**src/sv/sprb_pkg.sv**
```systemverilog
// ----------------------------------------------------------------------------
// sprb_pkg
// Shared types, codes and constants of the scanline paced read budget core.
// ----------------------------------------------------------------------------
package sprb_pkg;

  localparam int unsigned LINE_BITS_DEF = 10;

  localparam int unsigned CMD_W      = 3;
  localparam int unsigned SECT_W     = 16;
  localparam int unsigned FB_W       = 32;
  localparam int unsigned CNT_W      = 32;
  localparam int unsigned IDX_W      = 4;
  localparam int unsigned TRIAL_W    = 16;
  localparam int unsigned THR_W      = 8;
  localparam int unsigned CFG_IDX_W  = 2;
  localparam int unsigned CFG_DATA_W = 16;

  localparam logic [TRIAL_W-1:0] TRIAL_RST     = 16'd64;
  localparam logic [THR_W-1:0]   STILL_THR_RST = 8'd2;
  localparam logic [THR_W-1:0]   SPIN_THR_RST  = 8'd3;

  // Shortest vblank line that allows a timed budget.
  localparam int unsigned VBL_MIN = 64;

  typedef enum logic [CMD_W-1:0] {
    CMD_SAMPLE  = 3'd0,
    CMD_BUDGET  = 3'd1,
    CMD_MEASURE = 3'd2,
    CMD_SPIN    = 3'd3,
    CMD_STAT    = 3'd4
  } cmd_e;

  typedef enum logic [CFG_IDX_W-1:0] {
    CFG_TRIAL = 2'd0,
    CFG_STILL = 2'd1,
    CFG_SPIN  = 2'd2
  } cfg_idx_e;

  typedef enum logic [IDX_W-1:0] {
    STAT_FRAMES0  = 4'd0,
    STAT_FRAMES1  = 4'd1,
    STAT_FLIPS0   = 4'd2,
    STAT_FLIPS1   = 4'd3,
    STAT_SECTORS0 = 4'd4,
    STAT_SECTORS1 = 4'd5,
    STAT_STEPS    = 4'd6,
    STAT_SPINS    = 4'd7,
    STAT_CROSS    = 4'd8,
    STAT_PCOUNT   = 4'd9,
    STAT_SLOT     = 4'd10
  } stat_idx_e;

  typedef enum logic [2:0] {
    ST_IDLE   = 3'd0,
    ST_EXEC   = 3'd1,
    ST_DIV    = 3'd2,
    ST_FINISH = 3'd3,
    ST_PUSH   = 3'd4
  } state_e;

  typedef struct packed {
    logic latch;
    logic exec;
    logic div_start;
    logic finish;
    logic push;
  } ctrl_cmd_t;

  typedef struct packed {
    logic need_div;
    logic div_busy;
  } dp_status_t;

endpackage

```
**src/sv/sprb_div.sv**
```systemverilog
// ----------------------------------------------------------------------------
// sprb_div
// Restoring unsigned divider, one quotient bit per cycle.
// ----------------------------------------------------------------------------
module sprb_div #(
  parameter int unsigned W = 18
) (
  input  logic         clk_i,
  input  logic         rst_ni,
  input  logic         start_i,
  input  logic [W-1:0] dividend_i,
  input  logic [W-1:0] divisor_i,
  output logic         busy_o,
  output logic [W-1:0] quotient_o
);

  localparam int unsigned CW = $clog2(W + 1);

  logic          busy_q;
  logic [CW-1:0] cnt_q;
  logic [W-1:0]  rem_q, rem_d;
  logic [W-1:0]  quo_q, quo_d;
  logic [W-1:0]  dvs_q;
  logic [W:0]    shifted;
  logic [W:0]    diff;
  logic          fits;

  always_comb begin
    shifted = {rem_q, quo_q[W-1]};
    diff    = shifted - {1'b0, dvs_q};
    fits    = shifted >= {1'b0, dvs_q};
    rem_d   = fits ? diff[W-1:0] : shifted[W-1:0];
    quo_d   = {quo_q[W-2:0], fits};
  end

  always_ff @(posedge clk_i or negedge rst_ni) begin
    if (!rst_ni) begin
      busy_q <= 1'b0;
      cnt_q  <= '0;
    end else if (start_i) begin
      busy_q <= 1'b1;
      cnt_q  <= CW'(W);
    end else if (busy_q) begin
      cnt_q <= cnt_q - 1'b1;
      if (cnt_q == CW'(1)) begin
        busy_q <= 1'b0;
      end
    end
  end

  always_ff @(posedge clk_i) begin
    if (start_i) begin
      rem_q <= '0;
      quo_q <= dividend_i;
      dvs_q <= divisor_i;
    end else if (busy_q) begin
      rem_q <= rem_d;
      quo_q <= quo_d;
    end
  end

  assign busy_o     = busy_q;
  assign quotient_o = quo_q;

endmodule

```
**src/sv/sprb_dp.sv**
```systemverilog
// ----------------------------------------------------------------------------
// sprb_dp
// Datapath: request capture, pacing state, statistics, divider, result regs.
// ----------------------------------------------------------------------------
module sprb_dp #(
  parameter int unsigned LINE_BITS = sprb_pkg::LINE_BITS_DEF
) (
  input  logic                              clk_i,
  input  logic                              rst_ni,
  input  sprb_pkg::ctrl_cmd_t               cmd_i,
  output sprb_pkg::dp_status_t              sts_o,
  input  logic                              cfg_we_i,
  input  logic [sprb_pkg::CFG_IDX_W-1:0]    cfg_index_i,
  input  logic [sprb_pkg::CFG_DATA_W-1:0]   cfg_data_i,
  input  logic [sprb_pkg::CMD_W-1:0]        command_i,
  input  logic [LINE_BITS-1:0]              scan_line_i,
  input  logic [LINE_BITS-1:0]              vblank_line_i,
  input  logic [sprb_pkg::FB_W-1:0]         framebuffer_i,
  input  logic [sprb_pkg::SECT_W-1:0]       normal_sectors_i,
  input  logic [sprb_pkg::SECT_W-1:0]       max_sectors_i,
  input  logic                              spin_mode_i,
  input  logic [sprb_pkg::CNT_W-1:0]        start_frame_i,
  input  logic [LINE_BITS-1:0]              start_line_i,
  input  logic [sprb_pkg::SECT_W-1:0]       sector_count_i,
  input  logic [sprb_pkg::IDX_W-1:0]        stat_index_i,
  output logic [sprb_pkg::SECT_W-1:0]       budget_o,
  output logic                              spin_detected_o,
  output logic [sprb_pkg::CNT_W-1:0]        stat_value_o
);

  localparam int unsigned FRAME_W = LINE_BITS + 1;
  localparam int unsigned LTV_W   = LINE_BITS + 2;
  localparam int unsigned LEFT_W  = LINE_BITS + 3;
  localparam int unsigned EL_W    = LINE_BITS + 3;
  localparam int unsigned DIV_W   = LINE_BITS + 8;
  localparam int unsigned CNT_W   = sprb_pkg::CNT_W;
  localparam int unsigned SECT_W  = sprb_pkg::SECT_W;
  localparam int unsigned THR_W   = sprb_pkg::THR_W;

  // Captured request.
  logic [sprb_pkg::CMD_W-1:0] cmd_q;
  logic [LINE_BITS-1:0]       line_q, vbi_q, start_line_q;
  logic [sprb_pkg::FB_W-1:0]  fb_q;
  logic [SECT_W-1:0]          normal_q, max_q, sectors_q;
  logic                       spin_mode_q;
  logic [CNT_W-1:0]           start_frame_q;
  logic [sprb_pkg::IDX_W-1:0] stat_idx_q;

  // Configuration.
  logic [sprb_pkg::TRIAL_W-1:0] trial_q;
  logic [THR_W-1:0]             still_thr_q, spin_thr_q;

  // Pacing state and statistics.
  logic [CNT_W-1:0]          fc_q, fc_d;
  logic [LINE_BITS-1:0]      last_line_q, last_line_d;
  logic [sprb_pkg::FB_W-1:0] last_fb_q, last_fb_d;
  logic [CNT_W-1:0]          still_run_q, still_run_d;
  logic [LINE_BITS-1:0]      vbl_q, vbl_d;
  logic [LINE_BITS-1:0]      highest_q, highest_d;
  logic [DIV_W-1:0]          tps_q, tps_d;
  logic [THR_W-1:0]          spin_run_q, spin_run_d;
  logic [CNT_W-1:0]          spin_frame_q, spin_frame_d;
  logic [LINE_BITS-1:0]      spin_pos_q, spin_pos_d;
  logic [CNT_W-1:0]          frames0_q, frames0_d, frames1_q, frames1_d;
  logic [CNT_W-1:0]          flips0_q, flips0_d, flips1_q, flips1_d;
  logic [CNT_W-1:0]          sect0_q, sect0_d, sect1_q, sect1_d;
  logic [CNT_W-1:0]          pfc_q, pfc_d;
  logic                      slot_q, slot_d;
  logic [CNT_W-1:0]          step_q, step_d, spin_step_q, spin_step_d, cross_q, cross_d;

  // Results.
  logic [SECT_W-1:0] res_budget_q, res_budget_d;
  logic              res_spin_q, res_spin_d;
  logic [CNT_W-1:0]  res_stat_q, res_stat_d;
  logic [SECT_W-1:0] out_budget_q;
  logic              out_spin_q;
  logic [CNT_W-1:0]  out_stat_q;

  // Frame geometry.
  logic [FRAME_W-1:0] cap, top, frame;

  // Sample terms.
  logic             s_wrap, s_toggle, s_slot, s_flip, s_clear;
  logic [CNT_W-1:0] s_still_inc, s_pfc_inc;

  // Budget terms.
  logic              still, b_short, b_noest, b_early;
  logic [SECT_W-1:0] normal_eff, max_eff, b_early_val, b_q, b_start, b_final;
  logic [LEFT_W-1:0] left, guard, left_g;
  logic [DIV_W-1:0]  b_dividend;

  // Measure terms.
  logic [CNT_W-1:0] wraps;
  logic             m_bad, m_cross;
  logic [EL_W-1:0]  elapsed;
  logic [DIV_W-1:0] m_dividend, tps_new;

  // Spin terms.
  logic             sp_near, sp_hit;
  logic [THR_W-1:0] sp_run_inc;

  logic [CNT_W-1:0] stat_sel;
  logic             div_start, div_busy;
  logic [DIV_W-1:0] div_dividend, div_divisor, quo;

  function automatic logic [LTV_W-1:0] lines_to_vbl(input logic [LINE_BITS-1:0] line,
                                                    input logic [LINE_BITS-1:0] vbl,
                                                    input logic [FRAME_W-1:0]   frm);
    if (line < vbl) begin
      return LTV_W'(vbl - line);
    end
    return LTV_W'(frm) - LTV_W'(line) + LTV_W'(vbl);
  endfunction

  always_ff @(posedge clk_i) begin
    if (cmd_i.latch) begin
      cmd_q         <= command_i;
      line_q        <= scan_line_i;
      vbi_q         <= vblank_line_i;
      fb_q          <= framebuffer_i;
      normal_q      <= normal_sectors_i;
      max_q         <= max_sectors_i;
      spin_mode_q   <= spin_mode_i;
      start_frame_q <= start_frame_i;
      start_line_q  <= start_line_i;
      sectors_q     <= sector_count_i;
      stat_idx_q    <= stat_index_i;
    end
  end

  always_ff @(posedge clk_i or negedge rst_ni) begin
    if (!rst_ni) begin
      trial_q     <= sprb_pkg::TRIAL_RST;
      still_thr_q <= sprb_pkg::STILL_THR_RST;
      spin_thr_q  <= sprb_pkg::SPIN_THR_RST;
    end else if (cfg_we_i) begin
      if (cfg_index_i == sprb_pkg::CFG_TRIAL) begin
        trial_q <= cfg_data_i[sprb_pkg::TRIAL_W-1:0];
      end
      if (cfg_index_i == sprb_pkg::CFG_STILL) begin
        still_thr_q <= cfg_data_i[THR_W-1:0];
      end
      if (cfg_index_i == sprb_pkg::CFG_SPIN) begin
        spin_thr_q <= cfg_data_i[THR_W-1:0];
      end
    end
  end

  // Frame length: larger of vblank line and capped highest line, plus one.
  always_comb begin
    cap   = {1'b0, vbl_q} + FRAME_W'(vbl_q >> 3);
    top   = ({1'b0, highest_q} > cap) ? cap : {1'b0, highest_q};
    frame = ((top > {1'b0, vbl_q}) ? top : {1'b0, vbl_q}) + 1'b1;
  end

  always_comb begin
    s_wrap      = line_q < last_line_q;
    s_still_inc = still_run_q + CNT_W'(s_wrap);
    s_pfc_inc   = pfc_q + CNT_W'(s_wrap);
    s_toggle    = s_wrap && (s_pfc_inc == CNT_W'(trial_q));
    s_slot      = slot_q ^ s_toggle;
    s_flip      = fb_q != last_fb_q;
    s_clear     = s_flip && (s_still_inc >= CNT_W'(still_thr_q));
  end

  always_comb begin
    still       = still_run_q >= CNT_W'(still_thr_q);
    normal_eff  = (!still && !slot_q) ? SECT_W'(1) : normal_q;
    max_eff     = still ? max_q : normal_eff;
    b_short     = !still && !spin_mode_q;
    b_noest     = (tps_q == '0) || (vbl_q < LINE_BITS'(sprb_pkg::VBL_MIN)) ||
                  ({1'b0, last_line_q} >= frame);
    b_early     = b_short || b_noest;
    b_early_val = b_short ? normal_eff : (still ? normal_q : '0);
    left        = LEFT_W'(lines_to_vbl(last_line_q, vbl_q, frame)) +
                  (still ? LEFT_W'(frame) : '0);
    guard       = LEFT_W'(frame >> 3);
    left_g      = (left > guard) ? left - guard : '0;
    b_dividend  = DIV_W'({left_g, 4'b0000});
    b_start     = still ? normal_q : '0;
    b_q         = (quo < DIV_W'(max_eff)) ? quo[SECT_W-1:0] : max_eff;
    b_final     = (b_q > b_start) ? b_q : b_start;
  end

  always_comb begin
    wraps      = fc_q - start_frame_q;
    m_bad      = (wraps > CNT_W'(3)) || ((wraps == '0) && (last_line_q < start_line_q)) ||
                 ({1'b0, start_line_q} >= frame);
    elapsed    = EL_W'(wraps[1:0]) * EL_W'(frame) + EL_W'(last_line_q) -
                 EL_W'(start_line_q);
    m_cross    = elapsed >= EL_W'(lines_to_vbl(start_line_q, vbl_q, frame));
    m_dividend = DIV_W'({elapsed, 4'b0000});
    tps_new    = (quo >= tps_q) ? quo : tps_q - ((tps_q - quo) >> 3);
  end

  always_comb begin
    sp_near    = (fc_q == spin_frame_q) &&
                 (({1'b0, last_line_q} == {1'b0, spin_pos_q}) ||
                  ({1'b0, last_line_q} == ({1'b0, spin_pos_q} + 1'b1)));
    sp_run_inc = sp_near ? spin_run_q + 1'b1 : THR_W'(1);
    sp_hit     = sp_run_inc >= spin_thr_q;
  end

  always_comb begin
    unique case (stat_idx_q)
      sprb_pkg::STAT_FRAMES0:  stat_sel = frames0_q;
      sprb_pkg::STAT_FRAMES1:  stat_sel = frames1_q;
      sprb_pkg::STAT_FLIPS0:   stat_sel = flips0_q;
      sprb_pkg::STAT_FLIPS1:   stat_sel = flips1_q;
      sprb_pkg::STAT_SECTORS0: stat_sel = sect0_q;
      sprb_pkg::STAT_SECTORS1: stat_sel = sect1_q;
      sprb_pkg::STAT_STEPS:    stat_sel = step_q;
      sprb_pkg::STAT_SPINS:    stat_sel = spin_step_q;
      sprb_pkg::STAT_CROSS:    stat_sel = cross_q;
      sprb_pkg::STAT_PCOUNT:   stat_sel = pfc_q;
      sprb_pkg::STAT_SLOT:     stat_sel = CNT_W'(slot_q);
      default:                 stat_sel = '0;
    endcase
  end

  always_comb begin
    if (cmd_q == sprb_pkg::CMD_BUDGET) begin
      sts_o.need_div = !b_early;
      div_dividend   = b_dividend;
      div_divisor    = tps_q;
    end else begin
      sts_o.need_div = (cmd_q == sprb_pkg::CMD_MEASURE) && (sectors_q != '0) && !m_bad;
      div_dividend   = m_dividend;
      div_divisor    = DIV_W'(sectors_q);
    end
    sts_o.div_busy = div_busy;
    div_start      = cmd_i.div_start;
  end

  sprb_div #(
    .W (DIV_W)
  ) u_div (
    .clk_i      (clk_i),
    .rst_ni     (rst_ni),
    .start_i    (div_start),
    .dividend_i (div_dividend),
    .divisor_i  (div_divisor),
    .busy_o     (div_busy),
    .quotient_o (quo)
  );

  always_comb begin
    fc_d         = fc_q;
    last_line_d  = last_line_q;
    last_fb_d    = last_fb_q;
    still_run_d  = still_run_q;
    vbl_d        = vbl_q;
    highest_d    = highest_q;
    tps_d        = tps_q;
    spin_run_d   = spin_run_q;
    spin_frame_d = spin_frame_q;
    spin_pos_d   = spin_pos_q;
    frames0_d    = frames0_q;
    frames1_d    = frames1_q;
    flips0_d     = flips0_q;
    flips1_d     = flips1_q;
    sect0_d      = sect0_q;
    sect1_d      = sect1_q;
    pfc_d        = pfc_q;
    slot_d       = slot_q;
    step_d       = step_q;
    spin_step_d  = spin_step_q;
    cross_d      = cross_q;
    res_budget_d = res_budget_q;
    res_spin_d   = res_spin_q;
    res_stat_d   = res_stat_q;

    if (cmd_i.exec) begin
      res_budget_d = '0;
      res_spin_d   = 1'b0;
      res_stat_d   = '0;
      unique case (cmd_q)
        sprb_pkg::CMD_SAMPLE: begin
          if (s_wrap) begin
            fc_d = fc_q + 1'b1;
            if (slot_q) begin
              frames1_d = frames1_q + 1'b1;
            end else begin
              frames0_d = frames0_q + 1'b1;
            end
          end
          still_run_d = s_still_inc;
          pfc_d       = s_toggle ? '0 : s_pfc_inc;
          slot_d      = s_slot;
          if (s_flip) begin
            if (s_clear) begin
              frames0_d   = '0;
              frames1_d   = '0;
              flips1_d    = '0;
              sect0_d     = '0;
              sect1_d     = '0;
              pfc_d       = '0;
              slot_d      = 1'b0;
              step_d      = '0;
              spin_step_d = '0;
              cross_d     = '0;
            end
            last_fb_d   = fb_q;
            still_run_d = '0;
            if (s_clear || !s_slot) begin
              flips0_d = (s_clear ? '0 : flips0_q) + 1'b1;
            end else begin
              flips1_d = flips1_q + 1'b1;
            end
          end
          if (vbi_q != vbl_q) begin
            vbl_d     = vbi_q;
            highest_d = '0;
            tps_d     = '0;
          end
          highest_d   = (line_q > highest_d) ? line_q : highest_d;
          last_line_d = line_q;
        end
        sprb_pkg::CMD_BUDGET: begin
          if (b_early) begin
            res_budget_d = b_early_val;
          end
        end
        sprb_pkg::CMD_MEASURE: begin
          if (sectors_q != '0) begin
            step_d = step_q + 1'b1;
            if (slot_q) begin
              sect1_d = sect1_q + CNT_W'(sectors_q);
            end else begin
              sect0_d = sect0_q + CNT_W'(sectors_q);
            end
            if (spin_mode_q) begin
              spin_step_d = spin_step_q + 1'b1;
            end
            if (!m_bad && m_cross) begin
              cross_d = cross_q + 1'b1;
            end
          end
        end
        sprb_pkg::CMD_SPIN: begin
          spin_run_d   = sp_hit ? '0 : sp_run_inc;
          spin_frame_d = fc_q;
          spin_pos_d   = last_line_q;
          res_spin_d   = sp_hit;
        end
        sprb_pkg::CMD_STAT: begin
          res_stat_d = stat_sel;
        end
        default: begin
        end
      endcase
    end

    // Only budget queries and measure steps reach the divide.
    if (cmd_i.finish) begin
      if (cmd_q == sprb_pkg::CMD_BUDGET) begin
        res_budget_d = b_final;
      end else begin
        tps_d = tps_new;
      end
    end
  end

  always_ff @(posedge clk_i or negedge rst_ni) begin
    if (!rst_ni) begin
      fc_q         <= '0;
      last_line_q  <= '0;
      last_fb_q    <= '0;
      still_run_q  <= '0;
      vbl_q        <= '0;
      highest_q    <= '0;
      tps_q        <= '0;
      spin_run_q   <= '0;
      spin_frame_q <= '0;
      spin_pos_q   <= '0;
      frames0_q    <= '0;
      frames1_q    <= '0;
      flips0_q     <= '0;
      flips1_q     <= '0;
      sect0_q      <= '0;
      sect1_q      <= '0;
      pfc_q        <= '0;
      slot_q       <= 1'b0;
      step_q       <= '0;
      spin_step_q  <= '0;
      cross_q      <= '0;
    end else begin
      fc_q         <= fc_d;
      last_line_q  <= last_line_d;
      last_fb_q    <= last_fb_d;
      still_run_q  <= still_run_d;
      vbl_q        <= vbl_d;
      highest_q    <= highest_d;
      tps_q        <= tps_d;
      spin_run_q   <= spin_run_d;
      spin_frame_q <= spin_frame_d;
      spin_pos_q   <= spin_pos_d;
      frames0_q    <= frames0_d;
      frames1_q    <= frames1_d;
      flips0_q     <= flips0_d;
      flips1_q     <= flips1_d;
      sect0_q      <= sect0_d;
      sect1_q      <= sect1_d;
      pfc_q        <= pfc_d;
      slot_q       <= slot_d;
      step_q       <= step_d;
      spin_step_q  <= spin_step_d;
      cross_q      <= cross_d;
    end
  end

  always_ff @(posedge clk_i) begin
    res_budget_q <= res_budget_d;
    res_spin_q   <= res_spin_d;
    res_stat_q   <= res_stat_d;
    if (cmd_i.push) begin
      out_budget_q <= res_budget_q;
      out_spin_q   <= res_spin_q;
      out_stat_q   <= res_stat_q;
    end
  end

  assign budget_o        = out_budget_q;
  assign spin_detected_o = out_spin_q;
  assign stat_value_o    = out_stat_q;

endmodule

```
**src/sv/sprb_ctrl.sv**
```systemverilog
// ----------------------------------------------------------------------------
// sprb_ctrl
// Sequencer: accept a request, execute, wait on the divider, push the result.
// ----------------------------------------------------------------------------
module sprb_ctrl (
  input  logic                 clk_i,
  input  logic                 rst_ni,
  input  logic                 in_valid_i,
  output logic                 in_ready_o,
  output logic                 out_valid_o,
  input  logic                 out_ready_i,
  input  sprb_pkg::dp_status_t sts_i,
  output sprb_pkg::ctrl_cmd_t  cmd_o
);

  sprb_pkg::state_e state_q, state_d;
  logic             out_valid_q, out_valid_d;

  always_ff @(posedge clk_i or negedge rst_ni) begin
    if (!rst_ni) begin
      state_q     <= sprb_pkg::ST_IDLE;
      out_valid_q <= 1'b0;
    end else begin
      state_q     <= state_d;
      out_valid_q <= out_valid_d;
    end
  end

  always_comb begin
    state_d    = state_q;
    cmd_o      = '0;
    in_ready_o = 1'b0;
    unique case (state_q)
      sprb_pkg::ST_IDLE: begin
        in_ready_o = 1'b1;
        if (in_valid_i) begin
          cmd_o.latch = 1'b1;
          state_d     = sprb_pkg::ST_EXEC;
        end
      end
      sprb_pkg::ST_EXEC: begin
        cmd_o.exec = 1'b1;
        if (sts_i.need_div) begin
          cmd_o.div_start = 1'b1;
          state_d         = sprb_pkg::ST_DIV;
        end else begin
          state_d = sprb_pkg::ST_PUSH;
        end
      end
      sprb_pkg::ST_DIV: begin
        if (!sts_i.div_busy) begin
          state_d = sprb_pkg::ST_FINISH;
        end
      end
      sprb_pkg::ST_FINISH: begin
        cmd_o.finish = 1'b1;
        state_d      = sprb_pkg::ST_PUSH;
      end
      sprb_pkg::ST_PUSH: begin
        if (!out_valid_q || out_ready_i) begin
          cmd_o.push = 1'b1;
          state_d    = sprb_pkg::ST_IDLE;
        end
      end
      default: begin
        state_d = sprb_pkg::ST_IDLE;
      end
    endcase

    if (cmd_o.push) begin
      out_valid_d = 1'b1;
    end else if (out_ready_i) begin
      out_valid_d = 1'b0;
    end else begin
      out_valid_d = out_valid_q;
    end
  end

  assign out_valid_o = out_valid_q;

endmodule

```
**src/sv/scanline_paced_read_budget_core.sv**
```systemverilog
// ----------------------------------------------------------------------------
// scanline_paced_read_budget_core
// Scanline-paced sector read budget: frame tracking, budget, timing, stats.
// ----------------------------------------------------------------------------
// Every request (sample, budget query, measure step, spin check, statistic
// read) returns exactly one result, one request in flight at a time. Sample,
// spin, statistic and unknown requests go from acceptance through execute and
// push back to idle; budget queries that need a timed answer and measure steps
// that pass the plausibility check also wait on the restoring divider, which
// retires one quotient bit per cycle over LINE_BITS + 8 bits. The result sits
// in an output register, so the next request is taken and worked on while the
// previous result still waits; it stalls only at the final push. Configuration
// writes are always taken (cfg_ready_o is tied high) and must come only while
// the core is idle; indexes past the last register are dropped. The per-sector
// time estimate is kept in 1/16 scanline units; all counters wrap at 32 bits.
// ----------------------------------------------------------------------------
module scanline_paced_read_budget_core #(
  parameter int unsigned LINE_BITS = sprb_pkg::LINE_BITS_DEF
) (
  input  logic                            clk_i,
  input  logic                            rst_ni,
  // Configuration write channel
  input  logic                            cfg_valid_i,
  output logic                            cfg_ready_o,
  input  logic [sprb_pkg::CFG_IDX_W-1:0]  cfg_index_i,
  input  logic [sprb_pkg::CFG_DATA_W-1:0] cfg_data_i,
  // Request channel
  input  logic                            in_valid_i,
  output logic                            in_ready_o,
  input  logic [sprb_pkg::CMD_W-1:0]      command_i,
  input  logic [LINE_BITS-1:0]            scan_line_i,
  input  logic [LINE_BITS-1:0]            vblank_line_i,
  input  logic [sprb_pkg::FB_W-1:0]       framebuffer_i,
  input  logic [sprb_pkg::SECT_W-1:0]     normal_sectors_i,
  input  logic [sprb_pkg::SECT_W-1:0]     max_sectors_i,
  input  logic                            spin_mode_i,
  input  logic [sprb_pkg::CNT_W-1:0]      start_frame_i,
  input  logic [LINE_BITS-1:0]            start_line_i,
  input  logic [sprb_pkg::SECT_W-1:0]     sector_count_i,
  input  logic [sprb_pkg::IDX_W-1:0]      stat_index_i,
  // Result channel
  output logic                            out_valid_o,
  input  logic                            out_ready_i,
  output logic [sprb_pkg::SECT_W-1:0]     budget_o,
  output logic                            spin_detected_o,
  output logic [sprb_pkg::CNT_W-1:0]      stat_value_o
);

  sprb_pkg::ctrl_cmd_t  cmd;
  sprb_pkg::dp_status_t sts;
  logic                 cfg_we;

  assign cfg_ready_o = 1'b1;
  assign cfg_we      = cfg_valid_i & cfg_ready_o;

  // Sequencer: one request at a time, wait on the divider when needed.
  sprb_ctrl u_ctrl (
    .clk_i       (clk_i),
    .rst_ni      (rst_ni),
    .in_valid_i  (in_valid_i),
    .in_ready_o  (in_ready_o),
    .out_valid_o (out_valid_o),
    .out_ready_i (out_ready_i),
    .sts_i       (sts),
    .cmd_o       (cmd)
  );

  // Datapath: pacing state, statistics, divider and result registers.
  sprb_dp #(
    .LINE_BITS (LINE_BITS)
  ) u_dp (
    .clk_i            (clk_i),
    .rst_ni           (rst_ni),
    .cmd_i            (cmd),
    .sts_o            (sts),
    .cfg_we_i         (cfg_we),
    .cfg_index_i      (cfg_index_i),
    .cfg_data_i       (cfg_data_i),
    .command_i        (command_i),
    .scan_line_i      (scan_line_i),
    .vblank_line_i    (vblank_line_i),
    .framebuffer_i    (framebuffer_i),
    .normal_sectors_i (normal_sectors_i),
    .max_sectors_i    (max_sectors_i),
    .spin_mode_i      (spin_mode_i),
    .start_frame_i    (start_frame_i),
    .start_line_i     (start_line_i),
    .sector_count_i   (sector_count_i),
    .stat_index_i     (stat_index_i),
    .budget_o         (budget_o),
    .spin_detected_o  (spin_detected_o),
    .stat_value_o     (stat_value_o)
  );

  // One request in flight: an accepted request blocks the next one.
  assert property (@(posedge clk_i) disable iff (!rst_ni)
    in_valid_i && in_ready_o |=> !in_ready_o)
    else $error("request taken while another is in flight");

  // No request is taken while the divider runs.
  assert property (@(posedge clk_i) disable iff (!rst_ni)
    sts.div_busy |-> !in_ready_o)
    else $error("request taken during divide");

  // A push never overwrites a result that is still waiting.
  assert property (@(posedge clk_i) disable iff (!rst_ni)
    cmd.push |-> (!out_valid_o || out_ready_i))
    else $error("result overwritten before it was taken");

  // Divider only starts from the execute step, never while already running.
  assert property (@(posedge clk_i) disable iff (!rst_ni)
    cmd.div_start |-> (cmd.exec && !sts.div_busy))
    else $error("divider restarted while busy");

endmodule

```
**config.mk**
```make
export PLATFORM = sky130hd
export DESIGN_NAME = scanline_paced_read_budget_core
export DESIGN_NICKNAME = d
export VERILOG_FILES = /design/src/sv/sprb_pkg.sv /design/src/sv/sprb_div.sv /design/src/sv/sprb_dp.sv /design/src/sv/sprb_ctrl.sv /design/src/sv/scanline_paced_read_budget_core.sv
export SDC_FILE = /design/constraint.sdc
export NUM_CORES = 2
export LEC_CHECK = 0
export BUFFER_PORTS_ARGS = -buffer_cell sky130_fd_sc_hd__buf_2
export CAP_MARGIN = 20
export CELL_PAD_IN_SITES_DETAIL_PLACEMENT = 1
export CELL_PAD_IN_SITES_GLOBAL_PLACEMENT = 1
export CORE_UTILIZATION = 45
export DETAILED_ROUTE_END_ITERATION = 10
export PLACE_DENSITY = 0.87
export SLEW_MARGIN = 10
export SYNTH_ARGS = -nofsm -noshare
export SYNTH_HDL_FRONTEND = slang
export SYNTH_SLANG_ARGS = --single-unit
export TNS_END_PERCENT = 20
```
**constraint.sdc**
```tcl
create_clock -name clk_i -period 10.7 [get_ports clk_i]
set_input_delay 2.14 -clock clk_i [delete_from_list [all_inputs] [get_ports clk_i]]
set_output_delay 2.14 -clock clk_i [all_outputs]
set_load 0.01 [all_outputs]
```
Word level (Yosys, flattened, before mapping)
Cells that the tools add are included.
{"block": "classes", "multipliers": 1, "n_reduce_logical": 50, "bitwise": 1, "addsub": 31, "eq_ne": 38, "n_mux": 92, "magnitude_cmp": 20}
{"op": "$mux W32", "n": 25}
{"op": "$pmux W32 S11", "n": 1}
{"op": "$pmux W32 S2", "n": 5}
{"op": "$add A32 B1 Y32 const B", "n": 8}
{"op": "$mux W16", "n": 12}
{"op": "$mux W18", "n": 9}
{"op": "$add A32 B1 Y32", "n": 2}
{"op": "$add A32 B16 Y32", "n": 2}
{"op": "$ge A32 B8 Y1", "n": 2}
{"op": "$mux W12", "n": 4}
{"op": "$lt A10 B10 Y1", "n": 4}
{"op": "$mux W10", "n": 4}
{"op": "$sub A18 B18 Y18", "n": 2}
{"op": "$mux W11", "n": 3}
{"op": "$eq A32 B16 Y1", "n": 1}
{"op": "$eq A32 B32 Y1", "n": 1}
{"op": "$gt A32 B2 Y1 const B", "n": 1}
{"op": "$logic_not A32 Y1", "n": 1}
{"op": "$ne A32 B32 Y1", "n": 1}
{"op": "$sub A32 B32 Y32", "n": 1}
{"op": "$add A12 B10 Y12", "n": 2}
{"op": "$reduce_and A6 Y1", "n": 4}
{"op": "$sub A11 B10 Y12", "n": 2}
{"op": "$ge A10 B11 Y1", "n": 2}
{"op": "other kinds (60)", "n": 134}
{"block": "word_totals", "wordCells": 282, "input_bits": 173, "ff_bits": 859}

Longest topological paths before layout
{"block": "logic_depth", "ltp_word": 16, "depth_mapped": 54}

Hierarchy
A second synthesis with hierarchy kept.
{"block": "unflattened", "hier_cells": 5865, "hier_area_um2": 55104.1}
{"mod": "sprb_dp", "cells_per_inst": 5491, "seq_area_each_um2": 20980.1, "n_inst": 1, "area_per_inst_um2": 51325.5}
{"mod": "sprb_div", "cells_per_inst": 350, "seq_area_each_um2": 1591.5, "n_inst": 1, "area_per_inst_um2": 3545.9}
{"mod": "sprb_ctrl", "cells_per_inst": 22, "seq_area_each_um2": 100.1, "n_inst": 1, "area_per_inst_um2": 221.5}
{"mod": "scanline_paced_read_budget_core", "cells_per_inst": 2, "seq_area_each_um2": 0.0, "n_inst": 1, "area_per_inst_um2": 11.3}

Least setup slack after synthesis
OpenSTA, ideal clock, no wires.
{"block": "synth_path", "path_type": "register to register", "startpoint": "register u_dp.vbl_q[3]", "endpoint": "register u_dp.cross_q[25]", "t_required_ns": 10.581, "slack_ns": -0.748, "stages_incl_launch_ff": 49, "arrival_time_ns": 11.330, "n_path_buf": 5, "path_cell_list": "dfrtp_1 ha_1 fa_1 a211oi_1 nor2_1 o221ai_1 xnor2_1 ha_1 a21o_1 a21oi_1 nand2_1 o221ai_2 clkbuf_1 clkbuf_1 o21ai_0 ha_1 o21ai_0 a211oi_1 [... 13 more ...] fa_1 inv_1 ha_1 or3_1 nor2b_1 ha_1 a21o_1 a2111oi_0 nor2_1 o21ai_0 nand2_1 a311oi_1 inv_1 a21oi_1 buf_2 buf_2 nor3_1 o21a_1"}
{"block": "synth_between", "elab_chain_cells": 13}
{"item": "from (decl)", "line_no": "sprb_dp.sv:58", "source": "logic [LINE_BITS-1:0] vbl_q, vbl_d;"}
{"item": "from (signal assigned)", "line_no": "sprb_dp.sv:392", "source": "vbl_q <= vbl_d;"}
{"item": "$add A10 B7 Y11", "line_no": "sprb_dp.sv:151", "source": "cap = {1'b0, vbl_q} + FRAME_W'(vbl_q >> 3);"}
{"item": "$gt A10 B11 Y1", "line_no": "sprb_dp.sv:152", "source": "top = ({1'b0, highest_q} > cap) ? cap : {1'b0, highest_q};"}
{"item": "$mux W11", "line_no": "sprb_dp.sv:152"}
{"item": "$gt A11 B10 Y1", "line_no": "sprb_dp.sv:153", "source": "frame = ((top > {1'b0, vbl_q}) ? top : {1'b0, vbl_q}) + 1'b1;"}
{"item": "$mux W11", "line_no": "sprb_dp.sv:153"}
{"item": "$add A11 B1 Y11", "line_no": "sprb_dp.sv:153"}
{"item": "$mul A2 B11 Y13 / $sub A11 B10 Y12 (equally long branches)", "line_no": "sprb_dp.sv:189, sprb_dp.sv:112"}
{"item": "$add A13 B10 Y13 / $add A12 B10 Y12 (equally long branches)", "line_no": "sprb_dp.sv:189, sprb_dp.sv:112"}
{"item": "$sub A13 B10 Y13 / $mux W12 (equally long branches)", "line_no": "sprb_dp.sv:189, sprb_dp.sv:112"}
{"item": "$ge A13 B12 Y1", "line_no": "sprb_dp.sv:191", "source": "m_cross = elapsed >= EL_W'(lines_to_vbl(start_line_q, vbl_q, frame));"}
{"item": "$logic_and A1 B1 Y1 (*)", "line_no": "sprb_dp.sv:335", "source": "if (!m_bad && m_cross) begin"}
{"item": "$ne A2 B2 Y1 (no source line) (*)"}
{"item": "$reduce_and A6 Y1 (no source line) (*)"}
{"item": "to (signal assigned)", "line_no": "sprb_dp.sv:408", "source": "cross_q <= cross_d;"}
{"item": "to (decl)", "line_no": "sprb_dp.sv:69", "source": "logic [CNT_W-1:0] step_q, step_d, spin_step_q, spin_step_d, cross_q, cross_d;"}
Mark *: on every way between the ends. The rest lies on a longest branch, timed or not. The select of a mux whose other input is x is not followed.
A chain may end at the register's enable or synchronous reset.

Final worst setup path
{"block": "layout_path", "startpoint": "register u_dp.vbl_q[3]", "endpoint": "register u_dp.cross_q[14]"}
The elaborated chain is that of the path after synthesis.

==> flow_metrics.py <==
metrics = {
    "yosys": {
        "netlist.area_leader.share_pct": 25.3,
        "synth-edff-count": 268,
        "async_flop_share_pct": 64.8,
        "synth_cell_types": 99,
        "ys_top_cells_by_count": "nand2_1 (723), dfrtp_1 (553), nor2_1 (488), ha_1 (368), o21ai_0 (349)",
        "ys_ff_latch": 859,
        "syn_nets": 6502,
        "synth_top_area_cell": "dfrtp_1",
        "ys_seq_area_share_pct": 41.4,
        "synth_area_mm2": 0.0547,
        "yosys-top-cells-area": "dfrtp_1 (25%), edfxtp_1 (15%), ha_1 (8.4%)",
        "yosysMostFrequentCell": "nand2_1",
        "yosysWarnings": 0,
        "syn_inst": 5912,
        "synth_top_flop_cell": "dfrtp_1",
        "syn_avg_cell_area_um2": 9.26,
    },
    "routing": {
        "dr.pass1.iters": 6,
        "drt-total-wl_um": 192000,
        "vias": 48500,
        "drtIter0Drc": 4166,
        "wire_per_inst_um": 24.6,
        "ant_nets": 0,
        "post-route-drc-count": 0,
        "via_per_inst": 6.21,
    },
    "floorplanning": {
        "coreArea_mm2": 0.120,
        "dieArea_mm2": 0.123,
        "core.rowCount": 127,
        "ioPinCount": 225,
        "dieWidth_um": 351,
        "die_h_um": 351,
        "start_util_pct": 45.5,
    },
    "setup_path": {
        "crit_type": "register to register",
        "r2r_setup_slack_ps": 310,
        "crit_start": "u_dp.vbl_q[3]",
        "crit_path_frequent_cell": "ha_1",
        "rr_endpoint": "u_dp.cross_q[14]",
        "crit_path_start_kind": "register",
        "crit_required_ps": 11260,
        "crit_slowest_cell": "fa_1",
        "worstPathMaxFanout": 10,
        "end_kind": "register",
        "worstPathArrival_ps": 10950,
        "worstReg2RegStart": "u_dp.vbl_q[3]",
        "max_stage_delay_ps": 510,
        "worst_r2r_path_depth": 49,
    },
    "timing": {
        "setup_violations": 0,
        "finClkSkew_ps": 41.5,
        "timing_hold_violations_final": 0,
        "fmax_ghz": 0.0962,
        "worst_pin_slew_ps": 1070,
        "fin_crit_sh_pct": 97.1,
        "drv_slew": 0,
        "relSlewSlack_pct": 28.5,
        "min_period_ps": 10390,
    },
    "final_layout": {
        "drive_above_1_share_pct": 11.4,
        "instances_no_fill": 7811,
        "area_growth_pct": 12.8,
        "regArea_mm2": 0.0227,
        "multi_input_area_mm2": 0.0302,
        "fillers": 13700,
        "nNetsFinal": 6697,
    },
    "place": {
        "dp.cells": 7586,
        "gp_congestion": 0.969,
        "portBuffers": 223,
        "dp.final_hpwl_um": 140000,
    },
    "min_path": {
        "hold_path_depth": 0,
        "hp-class": "register to register",
        "hold_start": "u_dp.res_stat_q[6]",
        "worst_hold_path.endpoint": "u_dp.stat_value_o[6]",
    },
    "grt": {
        "grt_start_max_net_pins": 138,
        "overflow": 0,
        "track_usage_pct": 30.8,
        "grt_pass1_vias": 50000,
        "antenna_found_initial": 14,
        "grt_first_pass_wirelength_um": 295000,
    },
    "clock_tree": {
        "cts_tree": "yes",
        "holdBufCountCts": 0,
        "clkTransAtPathRegs_ps": 60,
        "cts-buffers-inserted": 100,
        "cts_sinks": 859,
        "htree_levels": 3,
        "cts.path.max_buffers": 3,
        "clk_latency_ps": 740,
        "cts-root-buf": "clkbuf_16",
    },
    "run": {
        "max_cap_violations": 0,
    },
    "outcome": {
        "status": "finished clean",
    },
}
[flip-flops by register name (all words and copies together) (netlist names), 32 cells and up]
register            cells
u_dp.sect0_q           32
u_dp.last_fb_q         32
u_dp.flips0_q          32
u_dp.stat_value_o      32
u_dp.frames0_q         32
u_dp.fc_q              32
u_dp.fb_q              32
u_dp.step_q            32
u_dp.frames1_q         32
u_dp.pfc_q             32
u_dp.cross_q           32
u_dp.res_stat_q        32
u_dp.start_frame_q     32
u_dp.sect1_q           32
u_dp.still_run_q       32
u_dp.spin_step_q       32
u_dp.spin_frame_q      32
u_dp.flips1_q          32
[cell families after synthesis]
logic type	count (synthesis)	synth area share (%)
and+or+nand+nor	2154	18.8
AOI/OAI and AO/OA	1305	15.7
DFF	859	41.4
adders and majority gates	417	10.2
other	1	0.00685
muxes	108	2.12
xor gates and xnor gates	475	7.62
buffers and inverters	593	4.13
[area by class of cell]
| cell class | count | area share, % |
|---|---|---|
| clock buffer | 135 | 4.55 |
| sequential | 859 | 36.7 |
| antenna | 6 | 0.0243 |
| clock inverter | 53 | 0.906 |
| timing repair buffer | 342 | 3.42 |
| multi-input combinational | 4461 | 49.0 |
| tap | 1612 | 3.27 |
| inverter | 343 | 2.09 |
[timing repair]
item | in CTS | in global routing
cloned | 1 | 5
setup buffers | 3 | 20
endpoints found under the setup margin | 37 | 62
pin swaps | 2 | 21
gates resized for setup | 11 | 59
[worst max-delay path: cells and delay by family (launching register included)]
family,cells,cell delay (ps)
AOI/OAI and AO/OA,15,3190
adders and majority gates,9,3070
and+or+nand+nor,12,1530
buffers and inverters,9,1310
DFF,1,420
muxes,2,370
xor gates and xnor gates,2,330
[cells in the final DEF (no fill, tap or decap), drive strengths merged, types with 25 or more instances in the layout]
cell      n
nor4     53
clkinv   37
nand2b   48
and3     91
inv     348
or3      68
dfrtp   553
edfxtp  268
nor2b    51
a221oi   69
fa       49
o21ai   359
a211oi   37
dfxtp    34
nor3    121
clkbuf  138
nand3   227
xor2    203
and2     44
o21bai   25
nand2   723
nor2    489
a21oi   250
mux2i    46
ha      368
o31ai    67
mux2     62
a21o     97
buf     339
nand4   139
a31oi    69
o21a     32
a22oi    45
a22o     89
xnor2   272
[routing by layer]
metal	GRT usage, %	wire, um	share of wire (%)	vias to the layer above
met1	40.2	79700	42	24600
met5	0	52	0.027	-
met3	5.66	14500	7.6	505
li1	-	-	-	21600
met2	50.0	89000	46	1856
met4	13.1	8520	4.4	10
[stage by stage]
stage	utilization [%]	TNS (ps)	worst slack, ps	instance area (um^2)	hold WS [ps]
after floorplan	-	0	61.1	54800	400
after global placement	48.0	0	26.4	57800	403
after detailed placement	48.0	-6460	-329	57800	407
after CTS	50.9	0	46.5	61200	423
after global routing	51.3	-4220	-215	61700	431
final	51.3	0	310	61700	420
[worst max-delay path by stage]
stage,endpoint,slack (ps),depth (start not counted)
final,u_dp.cross_q[14],310,49
after global routing,u_dp.u_div.quotient_o[12],-220,49
after CTS,u_dp.cross_q[19],50,49
after detailed placement,u_dp.u_div.quotient_o[12],-330,49
after global placement,u_dp.u_div.quotient_o[12],30,47
after floorplan,u_dp.u_div.quotient_o[10],60,53
Power is left out: the tool's default activity adds up to more than one toggle a clock period on the data nets, which glitch-free logic cannot reach.
